--- src/sv/dsi_pkg.sv ---
// Shared types, codes and helpers for the damped spring integrator.
// No dependencies; every other file in the project imports this package.
package dsi_pkg;

  localparam int FIELD_W = 32;  // signed fixed-point value width
  localparam int COEF_W  = 31;  // unsigned coefficient register width
  localparam int TS_W    = 17;  // time step width
  localparam int THR_W   = 16;  // settle threshold width
  localparam int IDX_W   = 3;   // configuration register index width
  localparam int MUL_W   = 33;  // shared multiplier operand width
  localparam int PROD_W  = 66;  // shared multiplier product width
  localparam int ACC_W   = 68;  // wide sum width ahead of saturation

  localparam logic [THR_W-1:0] THR_RESET = 16'd66;

  // Request function codes
  typedef enum logic [1:0] {
    FN_EVAL    = 2'd0,
    FN_TARGET  = 2'd1,
    FN_SCRUB   = 2'd2,
    FN_RESTART = 2'd3
  } func_t;

  // Configuration register indexes
  typedef enum logic [IDX_W-1:0] {
    CFG_MASS      = 3'd0,
    CFG_STIFFNESS = 3'd1,
    CFG_DAMPING   = 3'd2,
    CFG_START_VEL = 3'd3,
    CFG_THRESHOLD = 3'd4
  } cfg_idx_t;

  // Sequencer states
  typedef enum logic [3:0] {
    ST_IDLE,
    ST_MUL_K,
    ST_MUL_C,
    ST_FORCE,
    ST_DIV_START,
    ST_DIV,
    ST_MUL_ACC,
    ST_VEL,
    ST_MUL_VEL,
    ST_POS,
    ST_SCRUB,
    ST_DONE
  } state_t;

  typedef struct packed {
    logic [1:0]                func;
    logic [TS_W-1:0]           time_step;
    logic signed [FIELD_W-1:0] new_target;
    logic signed [FIELD_W-1:0] fraction;
  } in_req_t;

  typedef struct packed {
    logic signed [FIELD_W-1:0] position;
    logic                      settled;
  } out_rsp_t;

  typedef struct packed {
    logic [IDX_W-1:0]   index;
    logic [FIELD_W-1:0] data;
  } cfg_req_t;

  // Effective coefficients, zero mass, stiffness and damping already replaced by defaults
  typedef struct packed {
    logic [COEF_W-1:0]         mass;
    logic [COEF_W-1:0]         stiffness;
    logic [COEF_W-1:0]         damping;
    logic signed [FIELD_W-1:0] start_velocity;
    logic [THR_W-1:0]          threshold;
  } coef_t;

  // Clamp a wide signed value to the signed 32-bit range
  function automatic logic signed [FIELD_W-1:0] sat32(input logic signed [ACC_W-1:0] x);
    logic all_zero;
    logic all_one;
    all_zero = ~|x[ACC_W-1:FIELD_W-1];
    all_one  = &x[ACC_W-1:FIELD_W-1];
    if (all_zero || all_one) begin
      sat32 = x[FIELD_W-1:0];
    end else if (x[ACC_W-1]) begin
      sat32 = {1'b1, {(FIELD_W-1){1'b0}}};
    end else begin
      sat32 = {1'b0, {(FIELD_W-1){1'b1}}};
    end
  endfunction

endpackage

--- src/sv/dsi_mul.sv ---
// Shared signed multiplier with a registered product.
// Depends on dsi_pkg for operand and product widths.
module dsi_mul (
  input  logic                               clk,
  input  logic signed [dsi_pkg::MUL_W-1:0]   a,
  input  logic signed [dsi_pkg::MUL_W-1:0]   b,
  output logic signed [dsi_pkg::PROD_W-1:0]  p
);
  import dsi_pkg::*;

  logic signed [PROD_W-1:0] prod;

  // Full-width signed product of the two operands
  assign prod = a * b;

  // Register the product every cycle
  always_ff @(posedge clk) begin
    p <= prod;
  end

endmodule

--- config.mk ---
export PLATFORM = sky130hd
export DESIGN_NAME = dsi_mul
export DESIGN_NICKNAME = d
export VERILOG_FILES = /design/src/sv/dsi_pkg.sv /design/src/sv/dsi_mul.sv
export SDC_FILE = /design/constraint.sdc
export NUM_CORES = 2
export LEC_CHECK = 0
export BUFFER_PORTS_ARGS = -buffer_cell sky130_fd_sc_hd__buf_2
export CORE_UTILIZATION = 25
export CTS_BUF_LIST = sky130_fd_sc_hd__clkbuf_4 sky130_fd_sc_hd__clkbuf_8 sky130_fd_sc_hd__clkbuf_16
export CTS_CLUSTER_DIAMETER = 150
export DETAILED_ROUTE_END_ITERATION = 16
export GPL_TIMING_DRIVEN = 0
export HOLD_SLACK_MARGIN = 0.12
export SETUP_SLACK_MARGIN = 0.5
export SLEW_MARGIN = 10
export SYNTH_ARGS = -nofsm -noshare
export SYNTH_HDL_FRONTEND = slang
export SYNTH_SLANG_ARGS = --single-unit
--- constraint.sdc ---
create_clock -name clk -period 15 [get_ports clk]
set_clock_uncertainty 0.2 [all_clocks]
set_input_delay 3 -clock clk [delete_from_list [all_inputs] [get_ports clk]]
set_output_delay 3 -clock clk [all_outputs]
set_load 0.02 [all_outputs]
==> flow_summary.toml <==
[routing]
wire_per_inst_um = 24.36
firstDrtPassIters = 5
drc_errors = 0
vias = 30510
routed_via_density = 4.608
ant_nets = 0
drt_iter0_drc = 2480
wl_mm = 161.3

[yosys]
yosysSeqAreaShare_pct = 3.273
yosysUniqueCellTypes = 61
yosysTopAreaCell = "fa_1"
synth_top_flop_cell = "dfxtp_1"
synth.avg_cell_area_um2 = 9.383
synthTopCellsByCount = "fa_1 (1145), inv_1 (1133), and2_1 (562), nand2_1 (543), clkbuf_1 (220)"
ys_async_sr_fraction_pct = 0
synth_most_common_cell = "fa_1"
synth-edff-count = 0
synth-seq-cells = 66
syn_area_um2 = 40370
syn_inst = 4302
syn-num-nets = 5731
netlist.area_leader.share_pct = 56.79
ys_warn_count = 0
synth_area_leaders = "fa_1 (57%), inv_1 (11%), and2_1 (8.7%)"

[sta]
setup-tns-final_ns = 0
timing.final.crit_period_ns = 12.53
worst_slew_pin_slew_ns = 1.329
maxSlewViolCount = 0
fmax_ghz = 0.07981
period_share_pct = 83.54
hold_viol_final = 0
finalSetupViolCount = 0
rsz0062_at_grt = "false"
relSlewSlack_pct = 11.39

[grt]
grt_pass1_wl_mm = 233.4
grt_usage_pct = 20.20
grt-ovfl-total = 0
grt_max_degree = 27
grt_pass1_vias = 32800
antenna_found_initial = 50

[worst_hold_path]
worstHoldPathCells = 2
hp-class = "in -> reg"

[place]
hpwl_mm = 139.0
io_buffers = 132
gp_congestion = 1.011

[clock_tree]
clock-root-buffer = "clkbuf_16"
clk_pin_slew_ns = 0.07
cts_hold_buffers = 0
cts_tree = "done"
cts_buffers = 9
cts_setup_buffers = 0
h-tree-depth = 3
cts_max_path_buffers = 2
post_cts_resized = 0
clock_sinks = 66

[setup_path]
path_common_cell = "fa_1"
cp-start-kind = "input port"
arrival_ns = 12.67
crit_path_max_fanout = 17
worst_setup_path_end_kind = "register"
crit_chain = "buf_2 > clkbuf_1 > nand2_1 > inv_1 > fa_1 > fa_1 > inv_1 > fa_1 > inv_1 > fa_1 > fa_1 > fa_1 > fa_1 > inv_1 > fa_1 > inv_1 > ha_1 > a21o_1 > a211o_1 > or2_2 > a2111oi_2 > nor2_1 > a21oi_1 > xnor2_1"
critPathKind = "in -> reg"
cp_slowest_cell = "fa_1"
slowest_delay_ns = 1.20
required_ns = 15.14

[floorplanning]
initial_core_util_pct = 25.17
die_area_um2 = 163100
num_rows = 147
die_x_um = 403.8
core-area_um2 = 160400
num_io_pins = 133
die_h_um = 403.8

[finish]
largest_reg_flops = 66
syn_to_final_growth_pct = 9.135
drive_gt1_share_pct = 3.888
largest-register = "p"
fill_cells = 17410
nNetsFinal = 5874
top_regs = "p (66)"

[run_status]
status = "finished clean"

[run]
drv_cap = 0
[cells by family (layout without fill, tap and decap cells)]
logic type | after synthesis | in the layout | synth area share, %
xor+xnor | 75 | 75 | 1.627
other cells | 0 | 11 | 0
compound gates | 217 | 217 | 3.599
flops | 66 | 66 | 3.273
simple gates | 1228 | 1228 | 15.38
fa+ha+maj | 1362 | 1362 | 63.51
buf+inv | 1354 | 1502 | 12.61
[area by class of cell]
| class | count | area (um^2) | area share [%] |
|---|---|---|---|
| inverter | 1133 | 4253 | 9.654 |
| clock buffer | 9 | 225.2 | 0.5112 |
| tap | 2160 | 2703 | 6.135 |
| clock inverter | 7 | 68.82 | 0.1562 |
| antenna | 11 | 27.53 | 0.06248 |
| timing repair buffer | 132 | 660.6 | 1.500 |
| sequential | 66 | 1321 | 2.999 |
| buffer | 221 | 837.1 | 1.900 |
| multi-input combinational | 2882 | 33960 | 77.08 |
[final timing paths]
kind	start	endpoint	slack, ns
worst min-delay path	a[0]	p[0]$_DFF_P_	2.81
worst max-delay path	b[6]	p[60]$_DFF_P_	2.47
[layer usage]
| layer | GRT usage (%) | share of wire, % |
|---|---|---|
| met1 | 26.27 | 40 |
| met2 | 32.10 | 46 |
| met3 | 4.798 | 9.8 |
| met4 | 8.347 | 5.0 |
| met5 | 0 | 0.10 |
[worst max-delay path: cells and delay by family]
kind,cells,cell delay (ns)
compound gates,4,1.64
xor+xnor,1,0.14
fa+ha+maj,9,5.25
buf+inv,7,1.68
simple gates,3,0.93
[per-stage QoR]
stage	utilization, %	area, um^2	setup slack, ns	instances	hold WS (ns)
after global routing	27.45	44030	2.222	6611	2.787
after CTS	27.45	44020	2.359	6610	2.780
after global placement	27.27	43730	1.994	6594	3.218
after detailed placement	27.27	43730	1.944	6594	3.216
final	27.47	44050	2.470	6621	2.813
after floorplan	-	40370	4.579	4302	2.927
[cells in the final DEF, fill, tap and decap left out, types with 28 or more instances in the layout]
| cell | Yosys | layout |
|---|---|---|
| xnor2_1 | 55 | 55 |
| clkbuf_1 | 220 | 220 |
| o21ai_0 | 37 | 36 |
| dfxtp_1 | 66 | 66 |
| a21oi_1 | 73 | 73 |
| inv_1 | 1133 | 1133 |
| fa_1 | 1145 | 1144 |
| nor2_1 | 47 | 47 |
| a21o_1 | 28 | 28 |
| and2_1 | 562 | 562 |
| buf_2 | 0 | 132 |
| ha_1 | 217 | 217 |
| nand2_1 | 543 | 543 |
Power is left out: the tool's default activity adds up to more than one toggle a clock period on the data nets, which glitch-free logic cannot reach.
