[config.mk]
export PLATFORM = sky130hd
export DESIGN_NAME = dsi_regs_flat
export DESIGN_NICKNAME = d
export VERILOG_FILES = /design/src/sv/dsi_pkg.sv /design/src/sv/dsi_cfg_if.sv /design/src/sv/dsi_regs.sv /design/src/flat_wrapper.sv
export SDC_FILE = /design/constraint.sdc
export NUM_CORES = 1
export LEC_CHECK = 0
export ABC_AREA = 1
export ABC_CLOCK_PERIOD_IN_PS = 900
export BUFFER_PORTS_ARGS = -buffer_cell sky130_fd_sc_hd__buf_2
export CAP_MARGIN = 5
export CORE_MARGIN = 5
export CORE_UTILIZATION = 48
export CTS_BUF_LIST = sky130_fd_sc_hd__clkbuf_4 sky130_fd_sc_hd__clkbuf_8
export DETAILED_ROUTE_END_ITERATION = 10
export HOLD_SLACK_MARGIN = 0.08
export PLACE_DENSITY = 0.77
export SLEW_MARGIN = 20
export SYNTH_ARGS = -nofsm -noshare
export SYNTH_HDL_FRONTEND = slang
export SYNTH_SLANG_ARGS = --single-unit
[constraint.sdc]
create_clock -name clk -period 0.9 [get_ports clk]
set_input_delay 0.09 -clock clk [delete_from_list [all_inputs] [get_ports clk]]
set_output_delay 0.09 -clock clk [all_outputs]
set_load 0.03 [all_outputs]
[src/sv/dsi_pkg.sv]
// Shared types, codes and helpers for the damped spring integrator.
// No dependencies; every other file in the project imports this package.
package dsi_pkg;

  localparam int FIELD_W = 32;  // signed fixed-point value width
  localparam int COEF_W  = 31;  // unsigned coefficient register width
  localparam int TS_W    = 17;  // time step width
  localparam int THR_W   = 16;  // settle threshold width
  localparam int IDX_W   = 3;   // configuration register index width
  localparam int MUL_W   = 33;  // shared multiplier operand width
  localparam int PROD_W  = 66;  // shared multiplier product width
  localparam int ACC_W   = 68;  // wide sum width ahead of saturation

  localparam logic [THR_W-1:0] THR_RESET = 16'd66;

  // Request function codes
  typedef enum logic [1:0] {
    FN_EVAL    = 2'd0,
    FN_TARGET  = 2'd1,
    FN_SCRUB   = 2'd2,
    FN_RESTART = 2'd3
  } func_t;

  // Configuration register indexes
  typedef enum logic [IDX_W-1:0] {
    CFG_MASS      = 3'd0,
    CFG_STIFFNESS = 3'd1,
    CFG_DAMPING   = 3'd2,
    CFG_START_VEL = 3'd3,
    CFG_THRESHOLD = 3'd4
  } cfg_idx_t;

  // Sequencer states
  typedef enum logic [3:0] {
    ST_IDLE,
    ST_MUL_K,
    ST_MUL_C,
    ST_FORCE,
    ST_DIV_START,
    ST_DIV,
    ST_MUL_ACC,
    ST_VEL,
    ST_MUL_VEL,
    ST_POS,
    ST_SCRUB,
    ST_DONE
  } state_t;

  typedef struct packed {
    logic [1:0]                func;
    logic [TS_W-1:0]           time_step;
    logic signed [FIELD_W-1:0] new_target;
    logic signed [FIELD_W-1:0] fraction;
  } in_req_t;

  typedef struct packed {
    logic signed [FIELD_W-1:0] position;
    logic                      settled;
  } out_rsp_t;

  typedef struct packed {
    logic [IDX_W-1:0]   index;
    logic [FIELD_W-1:0] data;
  } cfg_req_t;

  // Effective coefficients, zero mass, stiffness and damping already replaced by defaults
  typedef struct packed {
    logic [COEF_W-1:0]         mass;
    logic [COEF_W-1:0]         stiffness;
    logic [COEF_W-1:0]         damping;
    logic signed [FIELD_W-1:0] start_velocity;
    logic [THR_W-1:0]          threshold;
  } coef_t;

  // Clamp a wide signed value to the signed 32-bit range
  function automatic logic signed [FIELD_W-1:0] sat32(input logic signed [ACC_W-1:0] x);
    logic all_zero;
    logic all_one;
    all_zero = ~|x[ACC_W-1:FIELD_W-1];
    all_one  = &x[ACC_W-1:FIELD_W-1];
    if (all_zero || all_one) begin
      sat32 = x[FIELD_W-1:0];
    end else if (x[ACC_W-1]) begin
      sat32 = {1'b1, {(FIELD_W-1){1'b0}}};
    end else begin
      sat32 = {1'b0, {(FIELD_W-1){1'b1}}};
    end
  endfunction

endpackage

[src/sv/dsi_cfg_if.sv]
// Configuration write channel: valid, ready, register index and data.
// Depends on dsi_pkg for the payload type.
interface dsi_cfg_if;
  import dsi_pkg::*;
  logic     valid;
  logic     ready;
  cfg_req_t req;
  modport source (output valid, output req, input ready);
  modport sink (input valid, input req, output ready);
endinterface

[src/sv/dsi_regs.sv]
// Configuration register file with zero-means-default substitution.
// Depends on dsi_pkg and dsi_cfg_if.
module dsi_regs #(
  parameter int FRAC_BITS = 16
) (
  input  logic           clk,
  input  logic           rst,
  dsi_cfg_if.sink        cfg_ch,
  output dsi_pkg::coef_t coef
);
  import dsi_pkg::*;

  localparam logic [COEF_W-1:0] ONE_C   = COEF_W'(1) << FRAC_BITS;
  localparam logic [COEF_W-1:0] STIFF_D = COEF_W'(100) << FRAC_BITS;
  localparam logic [COEF_W-1:0] DAMP_D  = COEF_W'(10) << FRAC_BITS;

  logic [COEF_W-1:0]         mass;
  logic [COEF_W-1:0]         stiffness;
  logic [COEF_W-1:0]         damping;
  logic signed [FIELD_W-1:0] start_velocity;
  logic [THR_W-1:0]          threshold;

  assign cfg_ch.ready = 1'b1;

  // Take one register write per request
  always_ff @(posedge clk) begin
    if (rst) begin
      mass           <= ONE_C;
      stiffness      <= STIFF_D;
      damping        <= DAMP_D;
      start_velocity <= '0;
      threshold      <= THR_RESET;
    end else if (cfg_ch.valid) begin
      case (cfg_ch.req.index)
        CFG_MASS:      mass           <= cfg_ch.req.data[COEF_W-1:0];
        CFG_STIFFNESS: stiffness      <= cfg_ch.req.data[COEF_W-1:0];
        CFG_DAMPING:   damping        <= cfg_ch.req.data[COEF_W-1:0];
        CFG_START_VEL: start_velocity <= $signed(cfg_ch.req.data);
        CFG_THRESHOLD: threshold      <= cfg_ch.req.data[THR_W-1:0];
        default: ;
      endcase
    end
  end

  // Substitute defaults for zero coefficients
  always_comb begin
    coef.mass           = (mass == '0) ? ONE_C : mass;
    coef.stiffness      = (stiffness == '0) ? STIFF_D : stiffness;
    coef.damping        = (damping == '0) ? DAMP_D : damping;
    coef.start_velocity = start_velocity;
    coef.threshold      = threshold;
  end

endmodule

[src/flat_wrapper.sv]
// flat-port wrapper written by rule: the top's interface ports become plain ports
module dsi_regs_flat import dsi_pkg::*;
#(
  parameter int FRAC_BITS = 16
)
  (clk, rst, coef, cfg_ch_valid, cfg_ch_req, cfg_ch_ready);
  dsi_cfg_if cfg_ch_i ();
  input  logic clk;
  input  logic rst;
  output dsi_pkg::coef_t coef;
  input wire logic [$bits(cfg_ch_i.valid)-1:0] cfg_ch_valid;
  input wire logic [$bits(cfg_ch_i.req)-1:0] cfg_ch_req;
  output wire logic [$bits(cfg_ch_i.ready)-1:0] cfg_ch_ready;
  assign cfg_ch_i.valid = cfg_ch_valid;
  assign cfg_ch_i.req = cfg_ch_req;
  assign cfg_ch_ready = cfg_ch_i.ready;
  dsi_regs #(.FRAC_BITS(FRAC_BITS)) u_core (.clk(clk), .rst(rst), .cfg_ch(cfg_ch_i), .coef(coef));
endmodule
==> flow_metrics.py <==
metrics = {
    "outcome": {
        "outcome": "finished, violations left",
        "violations": "negative setup slack",
    },
    "power": {
        "peakVddDrop_mv": 1.199,
        "power.switching_uw": 4049,
        "p_int_uw": 10400,
        "swShare": 0.2802,
        "comb_power_share": 0.183,
        "power.total_uw": 14450,
        "total_leakage_power_uw": 0.004435,
        "clkPwrFrac": 0.358,
        "share_seq_of_total_power": 0.459,
        "powerDensity_nw_per_um2": 1483,
    },
    "sta": {
        "fin_tns_setup_ns": -30.50,
        "max_freq_ghz": 0.5738,
        "maxSlewViolCount": 0,
        "hold_viol": 0,
        "whs_ns": 0.1496,
        "setup_ws_ns": -0.8428,
        "period_share": 1.936,
        "finalClockSkew_ns": 0,
        "period_needed_ns": 1.743,
        "rsz0062_at_grt": "true",
        "setup-violations-final": 143,
    },
    "clock_network": {
        "clkTransAtPathRegs_ns": 0.08,
        "cts-root-buf": "clkbuf_8",
        "cts_buffers": 17,
        "cts_buffer_depth": 2,
        "cts_tree": "built",
        "cts.sinks": 141,
        "cts_max_level": 4,
        "clk_latency_ns": 0.46,
    },
    "critical_path": {
        "r2r_setup_slack_ns": -0.06,
        "cp.arrival_ns": 1.65,
        "path_cells": "nor2_1 -> nand2_1 -> nor2_2 -> nand2_2 -> o21ai_2 -> buf_6",
        "crit_path_max_incr_delay_ns": 0.34,
        "crit_family": "simple AND/OR/NAND/NOR gates",
        "worstPathRequired_ns": 0.81,
        "crit_type": "register to output port",
        "cpMaxStageDelayCell": "dfxtp_2",
        "critPathLaunch": "u_core.damping[15]",
        "r2r_end": "u_core.mass[6]",
        "r2r-start": "u_core.mass[6]",
        "ff2ff_path_depth": 3,
        "cp_num_buf_inv": 1,
        "end_kind": "output port",
        "startpoint_type": "register",
        "cp_max_fo": 2,
    },
    "logic_synthesis": {
        "ys_seq_elements": 141,
        "syn_avg_cell_area_um2": 7.163,
        "synth_cell_types": 23,
        "synth_warnings": 0,
        "synth_area_leader_cell": "dfxtp_1",
        "synth_seq_area_share": 0.4951,
        "syn-num-nets": 834,
        "syn_area_um2": 5702,
        "synthCells": 796,
        "synth_top_area_share": 0.4951,
        "ys_top_cells_by_area": "dfxtp_1, nor2_1, o21ai_0",
    },
    "finish": {
        "final_common_cell": "buf_6",
        "final_cell_mix": "buf_6, nor2_1, dfxtp_2, o21ai_0, nand2_1",
        "finalInstanceArea_um2": 9743,
        "ff_latch_area_um2": 2999,
        "multi_input_area_um2": 2347,
        "nNetsFinal": 1087,
        "area_delta_synth_final_pct": 70.88,
        "drive_above_1_share": 0.5221,
        "nFillCells": 590,
    },
    "global_routing": {
        "grt_usage": 0.2957,
        "antenna_found_initial": 1,
        "grt_first_pass_wirelength_um": 33150,
        "grt_pass1_vias": 6453,
        "grt_overflow": 0,
        "grt_max_degree": 63,
    },
    "run": {
        "maxCapViolCount": 0,
    },
    "route": {
        "ant_nets": 0,
        "drc": 0,
        "firstDrtPassIters": 5,
        "wirelength_um": 23450,
        "dr.first_iter.drc_count": 531,
        "post_drt_wl_per_cell_um": 19.46,
        "vias": 6494,
        "vias_per_cell": 5.389,
    },
    "die": {
        "initial_utilization": 0.4951,
        "die_area_um2": 14160,
        "die_y_um": 119.0,
        "die_w_um": 119.0,
        "pin_count": 180,
        "row_count": 39,
        "coreArea_um2": 11520,
    },
    "min_path": {
        "worstHoldPathCells": 4,
        "worstHoldEndpoint": "u_core.stiffness[30]",
        "hold_path.startpoint": "cfg_ch_req[32]",
        "hold_path_class": "input port to register",
    },
    "placed_design": {
        "portBuffers": 178,
        "gp_congestion": 0.8899,
        "placed_cell_area_um2": 7197,
        "hpwl_um": 12280,
    },
}
[routing by layer]
metal  up-vias  GRT usage  part of all wire
met2       390     0.5044              0.50
met4         0     0.1991             0.075
met1      3004     0.3157              0.35
li1       2952          -                 -
met3       148    0.08720             0.076
met5         -          0                 0
[kinds of logic (layout without fill, tap and decap cells)]
| family | after synthesis | count (layout) | share of synthesized area |
|---|---|---|---|
| other cells | 1 | 2 | 0.0006577 |
| compound gates | 175 | 175 | 0.1571 |
| buf+inv | 163 | 428 | 0.1262 |
| flops | 141 | 141 | 0.4951 |
| simple gates | 316 | 316 | 0.2210 |
[area by class of cell]
type,count,share of cell area
Antenna cell,1,0.0002568
Clock inverter,7,0.008989
Tap cell,143,0.01836
Timing Repair Buffer,362,0.3783
Multi-Input combinational cell,492,0.2409
Sequential cell,141,0.3078
Inverter,35,0.01400
Clock buffer,24,0.03133
[how the worst max path moves through the flow]
stage	to	slack, ns	cells after the start
6_report	coef[65]	-0.84	6
5_1_grt	coef[65]	-0.89	6
4_1_cts	coef[67]	-0.73	6
3_5_place_dp	coef[100]	-0.40	6
3_3_place_gp	coef[97]	-0.37	6
2_1_floorplan	coef[100]	-0.14	5
[sequential cells by signal, indices dropped and copies added (netlist names)]
| name | flops |
|---|---|
| u_core.threshold | 16 |
| u_core.stiffness | 31 |
| u_core.damping | 31 |
| u_core.mass | 31 |
| u_core.start_velocity | 32 |
[power groups by stage]
stage	registers (µW)	clock network, µW	logic (µW)
finish	6630	5180	2640
detailed placement	6680	0	1860
CTS	6610	5110	2370
global placement	6670	0	1840
global route	6650	5460	2770
floorplan	6790	0	1020
[per-stage QoR]
step,util,instances,worst slack (ns)
after global routing,0.8460,1205,-0.8928
final,0.8460,1205,-0.8428
after global placement,0.6249,1099,-0.3746
after detailed placement,0.6249,1099,-0.4021
after CTS,0.8111,1169,-0.7335
after floorplan,-,796,-0.1432
[worst min-delay path, cell delays in order]
cell     delay, ns
buf_2         0.14
nand3_4       0.14
o21ai_0       0.11
nor2_1        0.10
[cells in the mapped netlist]
cell and number:
o211ai_2 1, nor2_1 200, inv_4 1, dfxtp_1 141, clkinv_1 1, nand2_1 107
o211ai_1 5, buf_6 11, nor2_4 3, o21ai_1 3, clkbuf_1 104, buf_4 2
conb_1 1, inv_1 29, clkinv_2 1, clkbuf_2 4, nand3_4 3, inv_2 3
buf_2 7, nand2_4 1, nand3_1 2, a21oi_1 62, o21ai_0 104
[repair_timing]
action                                 CTS  global route
hold buffers                            32             0
pin swaps                               12            30
resized for setup                      504            74
endpoints found under the hold margin  141             0
setup endpoints to repair              141           141
setup buffers                           12            62
No activity file was read; power rests on OpenSTA's default activity.
