**src/sv/dsi_pkg.sv**
```systemverilog
// Shared types, codes and helpers for the damped spring integrator.
// No dependencies; every other file in the project imports this package.
package dsi_pkg;

  localparam int FIELD_W = 32;  // signed fixed-point value width
  localparam int COEF_W  = 31;  // unsigned coefficient register width
  localparam int TS_W    = 17;  // time step width
  localparam int THR_W   = 16;  // settle threshold width
  localparam int IDX_W   = 3;   // configuration register index width
  localparam int MUL_W   = 33;  // shared multiplier operand width
  localparam int PROD_W  = 66;  // shared multiplier product width
  localparam int ACC_W   = 68;  // wide sum width ahead of saturation

  localparam logic [THR_W-1:0] THR_RESET = 16'd66;

  // Request function codes
  typedef enum logic [1:0] {
    FN_EVAL    = 2'd0,
    FN_TARGET  = 2'd1,
    FN_SCRUB   = 2'd2,
    FN_RESTART = 2'd3
  } func_t;

  // Configuration register indexes
  typedef enum logic [IDX_W-1:0] {
    CFG_MASS      = 3'd0,
    CFG_STIFFNESS = 3'd1,
    CFG_DAMPING   = 3'd2,
    CFG_START_VEL = 3'd3,
    CFG_THRESHOLD = 3'd4
  } cfg_idx_t;

  // Sequencer states
  typedef enum logic [3:0] {
    ST_IDLE,
    ST_MUL_K,
    ST_MUL_C,
    ST_FORCE,
    ST_DIV_START,
    ST_DIV,
    ST_MUL_ACC,
    ST_VEL,
    ST_MUL_VEL,
    ST_POS,
    ST_SCRUB,
    ST_DONE
  } state_t;

  typedef struct packed {
    logic [1:0]                func;
    logic [TS_W-1:0]           time_step;
    logic signed [FIELD_W-1:0] new_target;
    logic signed [FIELD_W-1:0] fraction;
  } in_req_t;

  typedef struct packed {
    logic signed [FIELD_W-1:0] position;
    logic                      settled;
  } out_rsp_t;

  typedef struct packed {
    logic [IDX_W-1:0]   index;
    logic [FIELD_W-1:0] data;
  } cfg_req_t;

  // Effective coefficients, zero mass, stiffness and damping already replaced by defaults
  typedef struct packed {
    logic [COEF_W-1:0]         mass;
    logic [COEF_W-1:0]         stiffness;
    logic [COEF_W-1:0]         damping;
    logic signed [FIELD_W-1:0] start_velocity;
    logic [THR_W-1:0]          threshold;
  } coef_t;

  // Clamp a wide signed value to the signed 32-bit range
  function automatic logic signed [FIELD_W-1:0] sat32(input logic signed [ACC_W-1:0] x);
    logic all_zero;
    logic all_one;
    all_zero = ~|x[ACC_W-1:FIELD_W-1];
    all_one  = &x[ACC_W-1:FIELD_W-1];
    if (all_zero || all_one) begin
      sat32 = x[FIELD_W-1:0];
    end else if (x[ACC_W-1]) begin
      sat32 = {1'b1, {(FIELD_W-1){1'b0}}};
    end else begin
      sat32 = {1'b0, {(FIELD_W-1){1'b1}}};
    end
  endfunction

endpackage

```
**src/sv/dsi_div.sv**
```systemverilog
// Restoring radix-2 divider on magnitudes, one quotient bit per cycle.
// Depends on dsi_pkg for the divisor width.
module dsi_div #(
  parameter int DW = 48
) (
  input  logic                          clk,
  input  logic                          rst,
  input  logic                          start,
  input  logic [DW-1:0]                 dividend,
  input  logic [dsi_pkg::COEF_W-1:0]    divisor,
  output logic                          busy,
  output logic [DW-1:0]                 quotient
);
  import dsi_pkg::*;

  localparam int CW = $clog2(DW + 1);

  logic [CW-1:0]     cnt;
  logic [COEF_W-1:0] rem;
  logic [DW-1:0]     quo;
  logic [COEF_W:0]   trial;
  logic [COEF_W:0]   diff;
  logic              fits;

  // Trial subtract of the divisor from the shifted partial remainder
  assign trial = {rem, quo[DW-1]};
  assign diff  = trial - {1'b0, divisor};
  assign fits  = (trial >= {1'b0, divisor});

  assign quotient = quo;

  // Count the steps
  always_ff @(posedge clk) begin
    if (rst) begin
      busy <= 1'b0;
      cnt  <= '0;
    end else if (start) begin
      busy <= 1'b1;
      cnt  <= CW'(DW);
    end else if (busy) begin
      cnt <= cnt - CW'(1);
      if (cnt == CW'(1)) begin
        busy <= 1'b0;
      end
    end
  end

  // Shift dividend bits out and quotient bits in
  always_ff @(posedge clk) begin
    if (start) begin
      rem <= '0;
      quo <= dividend;
    end else if (busy) begin
      rem <= fits ? diff[COEF_W-1:0] : trial[COEF_W-1:0];
      quo <= {quo[DW-2:0], fits};
    end
  end

endmodule
```
**config.mk**
```make
export PLATFORM = sky130hd
export DESIGN_NAME = dsi_div
export DESIGN_NICKNAME = d
export VERILOG_FILES = /design/src/sv/dsi_pkg.sv /design/src/sv/dsi_div.sv
export SDC_FILE = /design/constraint.sdc
export NUM_CORES = 1
export LEC_CHECK = 0
export BUFFER_PORTS_ARGS = -buffer_cell sky130_fd_sc_hd__clkbuf_2
export CORE_AREA = 4 4 108 110
export CTS_CLUSTER_DIAMETER = 60
export DETAILED_ROUTE_END_ITERATION = 10
export DIE_AREA = 0 0 112 114
export PLACE_DENSITY_LB_ADDON = 0.05
export REMOVE_ABC_BUFFERS = 1
export SYNTH_ARGS = -nofsm -noshare
export SYNTH_HDL_FRONTEND = slang
export SYNTH_SLANG_ARGS = --single-unit
```
**constraint.sdc**
```tcl
create_clock -name clk -period 2.8 [get_ports clk]
set_input_delay 0.42 -clock clk [delete_from_list [all_inputs] [get_ports clk]]
set_output_delay 0.42 -clock clk [all_outputs]
set_load 0.02 [all_outputs]
```
==> impl_metrics.tcl, run 1 <==
set metrics [dict create \
    final_max_slew_viol_count 0 \
    r2r_slack_ps 120 \
    leakagePower_nw 3.17 \
    hold_viol_final 0 \
    synth_common_cells "68 x nor2_1, 51 x a21oi_1, 51 x mux2_2" \
    yosysWarnings 0 \
    track_usage_pct 23.2 \
    worst-path-buf-inv 2 \
    ir_drop_mv 0.387 \
    drt_wl_total_microns 14800 \
    path_cells "inv_1, ha_2, fa_2, nor2b_4, o31a_4, o21a_4, o41ai_4, o31a_4, buf_6, o31ai_2, mux2i_1, a311oi_1" \
    antenna_found_initial 0 \
    cp.arrival_ps 2960 \
    diodes 0 \
    cp.required_ps 3070 \
    setup_viol 0 \
    pin_count 131 \
    async_flop_share_pct 0 \
    min_from "rst" \
    yosysTopAreaCellShare_pct 25.0 \
    synth_cell_type_count 72 \
    ant_nets 0 \
    die_h_microns 114 \
    grt_max_degree 37 \
    setup_tns_ps 0 \
    seq_area_frac_synth_pct 38.2 \
    initial_utilization_pct 53.9 \
    cap_violations 0 \
    seqPwrFrac_pct 41.8 \
    yosys.area.top_type "edfxtp_1" \
    layout.nets 876 \
    root_buffer "clkbuf_8" \
    grt_remaining_overflow 0 \
    critPathKind "reg -> reg" \
    crit_fanout 4 \
    gp_congestion 0.952 \
    drt_iter0_markers 285 \
    swShare_pct 34.1 \
    ys.flop_type "edfxtp_1" \
    whs_endpoint "busy" \
    place.detailed.hpwl_microns 11200 \
    cts_hold_buf 0 \
    crit_slowest_cell "edfxtp_1" \
    synth-edff-count 48 \
    p_per_area_mw_per_mm2 534 \
    syn2layout_area_growth_pct 21.7 \
    cts_sinks 86 \
    clk_pin_slew_worst_paths_ps 100 \
    fmax_mhz 373 \
    grt_pass1_vias 5157 \
    clockBufferDepth 2 \
    synthTopCellsByArea "edfxtp_1 25%, dfxtp_1 13%, mux2_2 10%" \
    finalCritPeriodShare_pct 95.9 \
    period_minus_slack_ps 2680 \
    n_fill_cell 925 \
    fin_worst_skew_ps 15.3 \
    whs_path_depth 2 \
    yosysMostFrequentCell "nor2_1" \
    pwr-share-comb_pct 34.3 \
    core_sq_mm 0.0107 \
    reg2reg_depth 12 \
    cp-start-kind "flip-flop" \
    r2r-end "rem[26]" \
    wire_per_inst_microns 16.3 \
    first_pass_iters 4 \
    ys_seq_elements 86 \
    synthCells 607 \
    drive_gt1_share_pct 35.3 \
    cpPeakStageDelay_ps 440 \
    tritoncts "yes" \
    clkPwrFrac_pct 23.9 \
    drc 0 \
    dieWidth_microns 112 \
    status "completed" \
    grt_pass1_wl_microns 24100 \
    rows 38 \
    pre_cts_ws_ps -88.0 \
    clock_latency_ps 360 \
    port_buffers 130 \
    cp-end-kind "flip-flop" \
    relSlewSlack_pct 68.6 \
    critical-path-top-delay-family "compound AO/OA/AOI/OAI gates" \
    rr_startpoint "quotient[47]" \
    h-tree-depth 3 \
    setup_ws_ps 116 \
    synth_area_per_cell_sq_um 9.49 \
    cp_common_cell "o31a_4" \
    cts_buffers 9 \
    hp-class "in -> reg" \
    rsz0062_at_grt "true" \
    syn-cell-area_sq_mm 0.00576 \
    drt-vias-per-instance 5.56 \
    internal_power_mw 2.47 \
    tightestPinTransition_ps 467 \
    dieArea_sq_mm 0.0128 \
    switchingPower_mw 1.28 \
    dr_total_vias 5031 \
]
==> stage by stage <==
| stage | std cells | util [%] | area [sq um] | total power [mW] | hold WS (ps) |
|---|---|---|---|---|---|
| after global routing | 905 | 65.5 | 7010 | 3.97 | 324 |
| after detailed placement | 888 | 63.4 | 6780 | 2.85 | 487 |
| after CTS | 904 | 65.1 | 6970 | 3.74 | 303 |
| final | 905 | 65.5 | 7010 | 3.74 | 327 |
| after floorplan | 574 | - | 5590 | 2.39 | 452 |
| after global placement | 888 | 63.4 | 6780 | 2.83 | 488 |
==> placed cells by master (no fill, tap or decap), drive strengths merged, types with 14 or more instances in the layout <==
cell type / netlist / final
nand2: 41 / 41
nor2: 69 / 69
buf: 17 / 46
mux2: 51 / 51
edfxtp: 48 / 48
nor3: 14 / 14
xnor2: 16 / 16
o21ai: 21 / 21
clkbuf: 16 / 141
a21oi: 52 / 52
dfxtp: 38 / 38
ha: 33 / 33
a211oi: 19 / 19
inv: 41 / 41
==> power by group through the flow <==
stage                     combinational (mW)  sequential [mW]  clock (mW)
after global routing                    1.41             1.58       0.971
after floorplan                        0.715             1.68           0
after global placement                  1.25             1.59           0
final                                   1.28             1.56       0.894
after CTS                               1.27             1.57       0.911
after detailed placement                1.26             1.59           0
==> cells by family after synthesis <==
| logic type | after synthesis | synth area share (%) |
|---|---|---|
| flops | 86 | 38.2 |
| mux | 58 | 11.2 |
| xor+xnor | 22 | 3.34 |
| compound gates | 158 | 19.8 |
| simple gates | 174 | 14.2 |
| buf+inv | 75 | 5.71 |
| fa+ha+maj | 34 | 7.51 |
==> worst max path at each step <==
stage,startpoint,end,cells past startpoint
2_1_floorplan,quotient[47],rem[30],11
3_3_place_gp,divisor[21],rem[14],10
3_5_place_dp,divisor[2],rem[25],11
4_1_cts,quotient[47],rem[26],12
5_1_grt,quotient[47],rem[30],12
6_report,quotient[47],rem[26],12
==> what timing repair did <==
item / CTS / global route
setup buffers: 0 / 1
gates resized for setup: 0 / 12
setup endpoints to repair: 0 / 32
==> registers in the layout (all words and copies together) (netlist names) <==
| register | count |
|---|---|
| quotient | 48 |
| rem | 31 |
| cnt | 6 |
| busy | 1 |
==> metal layers <==
| metal | global-route usage, % | share of wire [%] | vias up |
|---|---|---|---|
| li1 | - | - | 2517 |
| met1 | 28.6 | 43 | 2350 |
| met2 | 40.0 | 49 | 151 |
| met3 | 6.84 | 7.5 | 13 |
| met4 | 6.01 | 1.3 | 0 |
| met5 | 0 | 0 | - |
==> area by class of cell <==
cell class              count  area, sq um  area share, %
multi-input cells         446         3270           46.6
flip-flops and latches     86         2200           31.4
repair buffers            175         1020           14.5
well taps                 140          175           2.50
inverters                  42          158           2.25
clock buffers              12          135           1.93
clock inverters             4         51.3          0.732
Power figures use the tool's default switching activity.
==> inputs of run 2 (changes only) <==
- GPL_TIMING_DRIVEN: not set -> 0
==> run 2 against run 1 <==
Utilization shrank 1.3 points. Critical path depth is the same. Global-route usage shrank 0.97 points. Final cell count shrank 3.3%. Design area shrank 2.0%. Total power shrank 0.45%. Count of clock-buffer cells in the layout shrank 2. Non-clock buffer count shrank 31. Die area is the same. Clock skew shrank 3.4 ps. Combinational power shrank 4%.
==> impl_metrics.tcl, run 2 (synthesized netlist as in run 1, its figures left out) <==
set metrics [dict create \
    status "completed" \
    mostFrequentLayoutCells "129 x clkbuf_2, 68 x nor2_1, 50 x mux2_2, 50 x a21oi_1, 48 x edfxtp_1" \
    fin_worst_skew_ps 11.8 \
    cts_buffers 9 \
    cap_violations 0 \
    period_minus_slack_ps 2720 \
    pwr-share-comb_pct 33.0 \
    drt-vias-per-instance 5.60 \
    grt_pass1_vias 4881 \
    drt_iter0_markers 214 \
    root_buffer "clkbuf_8" \
    track_usage_pct 22.2 \
    finalCritPeriodShare_pct 97.2 \
    setup_viol 0 \
    cp.required_ps 3050 \
    core_sq_mm 0.0107 \
    setup_tns_ps 0 \
    crit_fanout 4 \
    switchingPower_mw 1.29 \
    initial_utilization_pct 53.9 \
    path_cells "inv_1, ha_2, fa_2, nor2b_4, o31a_4, o21a_4, o41ai_4, buf_4, xnor2_1, mux2_4, mux2i_1, nor2_1" \
    swShare_pct 34.6 \
    r2r-end "rem[14]" \
    drc 0 \
    gp_congestion 0.903 \
    tritoncts "yes" \
    p_per_area_mw_per_mm2 542 \
    hp-class "in -> reg" \
    h-tree-depth 3 \
    fmax_mhz 367 \
    r2r_slack_ps 80 \
    setup_ws_ps 78.1 \
    layout.nets 846 \
    reg2reg_depth 12 \
    cts_sinks 86 \
    rows 38 \
    port_buffers 130 \
    antenna_found_initial 0 \
    cp-start-kind "flip-flop" \
    dr_total_vias 4896 \
    largest_reg_flops 48 \
    grt_pass1_wl_microns 23200 \
    cp.arrival_ps 2970 \
    syn2layout_area_growth_pct 19.3 \
    diodes 0 \
    grt_max_degree 58 \
    clk_pin_slew_worst_paths_ps 90 \
    ant_nets 0 \
    leakagePower_nw 3.06 \
    internal_power_mw 2.44 \
    rr_startpoint "quotient[47]" \
    ir_drop_mv 0.365 \
    tightestPinTransition_ps 1100 \
    dieArea_sq_mm 0.0128 \
    pin_count 131 \
    dieWidth_microns 112 \
    drt_wl_total_microns 14000 \
    drive_gt1_share_pct 33.3 \
    whs_path_depth 2 \
    relSlewSlack_pct 26.7 \
    clkPwrFrac_pct 24.8 \
    cp-end-kind "flip-flop" \
    final_max_slew_viol_count 0 \
    clockBufferDepth 2 \
    clock_latency_ps 370 \
    pre_cts_ws_ps -622 \
    place.detailed.hpwl_microns 10300 \
    wire_per_inst_microns 16.0 \
    whs_endpoint "busy" \
    final_common_cell "clkbuf_2" \
    rsz0062_at_grt "true" \
    seqPwrFrac_pct 42.2 \
    crit_slowest_cell "edfxtp_1" \
    first_pass_iters 5 \
    grt_remaining_overflow 0 \
    hold_viol_final 0 \
    min_from "rst" \
    die_h_microns 114 \
    cpPeakStageDelay_ps 420 \
    critPathKind "reg -> reg" \
]
## run 2: critical path: cells and delay by family (launching register included)
kind / cells / cell delay [ps]
compound gates: 3 / 950
xor+xnor: 1 / 60
fa+ha+maj: 2 / 400
buf+inv: 2 / 270
flops: 1 / 420
mux: 2 / 390
simple gates: 2 / 100
## run 2: layout make-up
class | instances | area, sq um
sequential | 86 | 2200
timing repair buffer | 144 | 831
clock inverter | 6 | 70.1
fill | 919 | 3830
multi-input combinational | 447 | 3310
tap | 140 | 175
inverter | 42 | 158
clock buffer | 10 | 128
## run 2: routing by layer
layer	global-route usage [%]	vias to the layer above	part of all wire [%]
met5	0	-	0
met4	7.69	0	1.6
met3	6.90	20	7.3
met2	36.5	135	47
met1	27.9	2274	44
li1	-	2467	-
## run 2: metrics by stage
stage,hold slack (ps),cells,power [mW],util (%),instance area (sq um)
after floorplan,452,574,2.39,-,5590
after global placement,486,844,2.70,60.0,6420
after detailed placement,495,847,2.75,60.9,6510
after CTS,282,872,3.72,63.6,6800
after global routing,306,875,3.94,64.2,6870
final,292,875,3.73,64.2,6870
## run 2: power groups by stage
stage | clock [mW] | sequential, mW | combinational, mW
after floorplan | 0 | 1.68 | 0.715
after global placement | 0 | 1.60 | 1.10
after detailed placement | 0 | 1.60 | 1.16
after CTS | 0.937 | 1.57 | 1.21
after global routing | 0.993 | 1.59 | 1.36
final | 0.925 | 1.57 | 1.23
## run 2: worst max path at each step
stage	from	to	slack (ps)	cells past startpoint
6_report	quotient[47]	rem[14]	80	12
5_1_grt	quotient[47]	rem[26]	-90	11
4_1_cts	quotient[47]	rem[25]	20	10
3_5_place_dp	divisor[22]	rem[14]	-620	11
3_3_place_gp	divisor[2]	rem[23]	-2080	10
2_1_floorplan	quotient[47]	rem[30]	-830	11
## run 2: repair_timing
item | CTS | global route
hold buffers | 0 | 0
endpoints found under the hold margin | 0 | 0
setup endpoints to repair | 30 | 30
setup buffers | 8 | 3
resized for setup | 4 | 11
gates cloned | 1 | 0
pin swaps | 3 | 2
==> inputs of run 3 (changes only) <==
- MAX_ROUTING_LAYER: not set -> met4
==> run 3 against run 2 <==
Sequential power about the same. First-iteration DRC count is 8.9% higher. Non-clock buffer count is the same. Maximum frequency is 0.20% higher. Critical path depth is 1 lower. Global-route usage rose by 0.66 points. Critical endpoint is now rem[30]. Routed wire length shrank 0.24%. Largest cell class unchanged. Highest routed layer unchanged.
==> impl_metrics.tcl, run 3 (synthesized netlist as in run 1, its figures left out) <==
set metrics [dict create \
    hold_viol_final 0 \
    drt-vias-per-instance 5.61 \
    drt_iter0_markers 233 \
    final_util_pct 64.2 \
    grt_pass1_wl_microns 23100 \
    drt_wl_total_microns 14000 \
    cp.arrival_ps 2960 \
    clockBufferDepth 2 \
    grt_pass1_vias 4908 \
    relSlewSlack_pct 27.9 \
    tightestPinTransition_ps 1080 \
    die_h_microns 114 \
    largest_reg_flops 48 \
    final_area_sq_mm 0.00687 \
    place_inst 847 \
    rsz0062_at_grt "true" \
    finalNonFillerCells 875 \
    final_common_cell "clkbuf_2" \
    initial_utilization_pct 53.9 \
    h-tree-depth 3 \
    crit_slowest_cell "or4_1" \
    dieArea_sq_mm 0.0128 \
    r2r_slack_ps 80 \
    dr_total_vias 4913 \
    rr_startpoint "quotient[47]" \
    place_area_sq_mm 0.00651 \
    reg2reg_depth 11 \
    pin_count 131 \
    diodes 0 \
    regArea_sq_mm 0.00220 \
    grt_remaining_overflow 0 \
    root_buffer "clkbuf_8" \
    cts_buffers 9 \
    cts_hold_buf 0 \
    finalPower_mw 3.72 \
    cap_violations 0 \
    cts_sinks 86 \
    track_usage_pct 22.9 \
    ant_nets 0 \
    period_minus_slack_ps 2720 \
    fin_worst_skew_ps 11.4 \
    cp.required_ps 3040 \
    place.detailed.hpwl_microns 10300 \
    finalCritPeriodShare_pct 97.0 \
    multi_input_area_sq_mm 0.00331 \
    gp_congestion 0.918 \
    cp_common_cell "o31a_4" \
    p_per_area_mw_per_mm2 542 \
    path_cells "inv_1, ha_2, fa_2, nor2b_4, o31a_4, o21a_4, o41ai_4, o31a_4, or4_1, a32oi_1, a211oi_1" \
    final_max_slew_viol_count 0 \
    rows 38 \
    leakagePower_nw 3.06 \
    cp-start-kind "flip-flop" \
    port_buffers 130 \
    grt_max_degree 58 \
    crit_fanout 5 \
    clk_pin_slew_worst_paths_ps 100 \
    dieWidth_microns 112 \
    setup_viol 0 \
    n_fill_cell 919 \
    ir_drop_mv 0.366 \
    cp-end-kind "flip-flop" \
    tritoncts "yes" \
    cpPeakStageDelay_ps 400 \
    layout.nets 846 \
    drc 0 \
    hp-class "in -> reg" \
    antenna_found_initial 0 \
    drive_gt1_share_pct 33.3 \
    crit_path_end "rem[30]" \
    clock_latency_ps 370 \
    first_pass_iters 4 \
    fmax_mhz 368 \
    critPathKind "reg -> reg" \
    startpoint "quotient[47]" \
    wire_per_inst_microns 16.0 \
    mostFrequentLayoutCells "129 x clkbuf_2, 68 x nor2_1, 50 x mux2_2, 50 x a21oi_1, 48 x edfxtp_1" \
    r2r-end "rem[30]" \
    status "completed" \
    syn2layout_area_growth_pct 19.3 \
    core_sq_mm 0.0107 \
]
run 3: per-stage QoR:
| stage | hold WS [ps] | setup TNS [ps] | worst slack, ps |
|---|---|---|---|
| after floorplan | 452 | -18290 | -827 |
| after global placement | 486 | -83390 | -2080 |
| after detailed placement | 495 | -10050 | -622 |
| after CTS | 282 | 0 | 19.2 |
| after global routing | 309 | -260 | -91.2 |
| final | 294 | 0 | 83.6 |
run 3: timing repair:
item | 4_1_cts | 5_1_grt
setup buffers | 8 | 3
resized for setup | 4 | 11
gates cloned | 1 | 0
setup endpoints to repair | 30 | 30
pin swaps | 3 | 2
run 3: layout make-up:
class	instances	area share, %
Sequential cell	86	32.1
Clock buffer	10	1.86
Inverter	42	2.29
Timing Repair Buffer	144	12.1
Multi-Input combinational cell	447	48.1
Tap cell	140	2.55
Clock inverter	6	1.02
run 3: power by group:
group | leakage [nW] | internal, mW | switching (mW) | total (mW)
Sequential | 0.796 | 1.48 | 0.0912 | 1.57
Clock | 0.101 | 0.421 | 0.500 | 0.921
Combinational | 2.16 | 0.535 | 0.695 | 1.23
run 3: worst min-delay path by stage:
stage / slack [ps] / end / start / depth (start not counted)
floorplan: 450 / rem[1] / rem[1] / 2
global placement: 490 / rem[1] / rem[1] / 2
detailed placement: 490 / rem[21] / rem[21] / 2
CTS: 280 / busy / rst / 2
global route: 310 / busy / rst / 2
finish: 290 / busy / rst / 2
run 3: per-layer routing:
layer	wire, microns	global-route usage [%]	vias to the layer above
met5	0	-	-
met4	257	7.69	0
met3	819	5.04	21
met2	6530	36.7	128
met1	6390	29.0	2297
li1	-	-	2467
run 3: worst max-delay path: cells and delay by family, from the launching register on:
family,cells,cell delay [ps]
adders and majority gates,2,540
DFF,1,380
buffers and inverters,1,60
AOI/OAI and AO/OA,6,1060
and+or+nand+nor,2,550
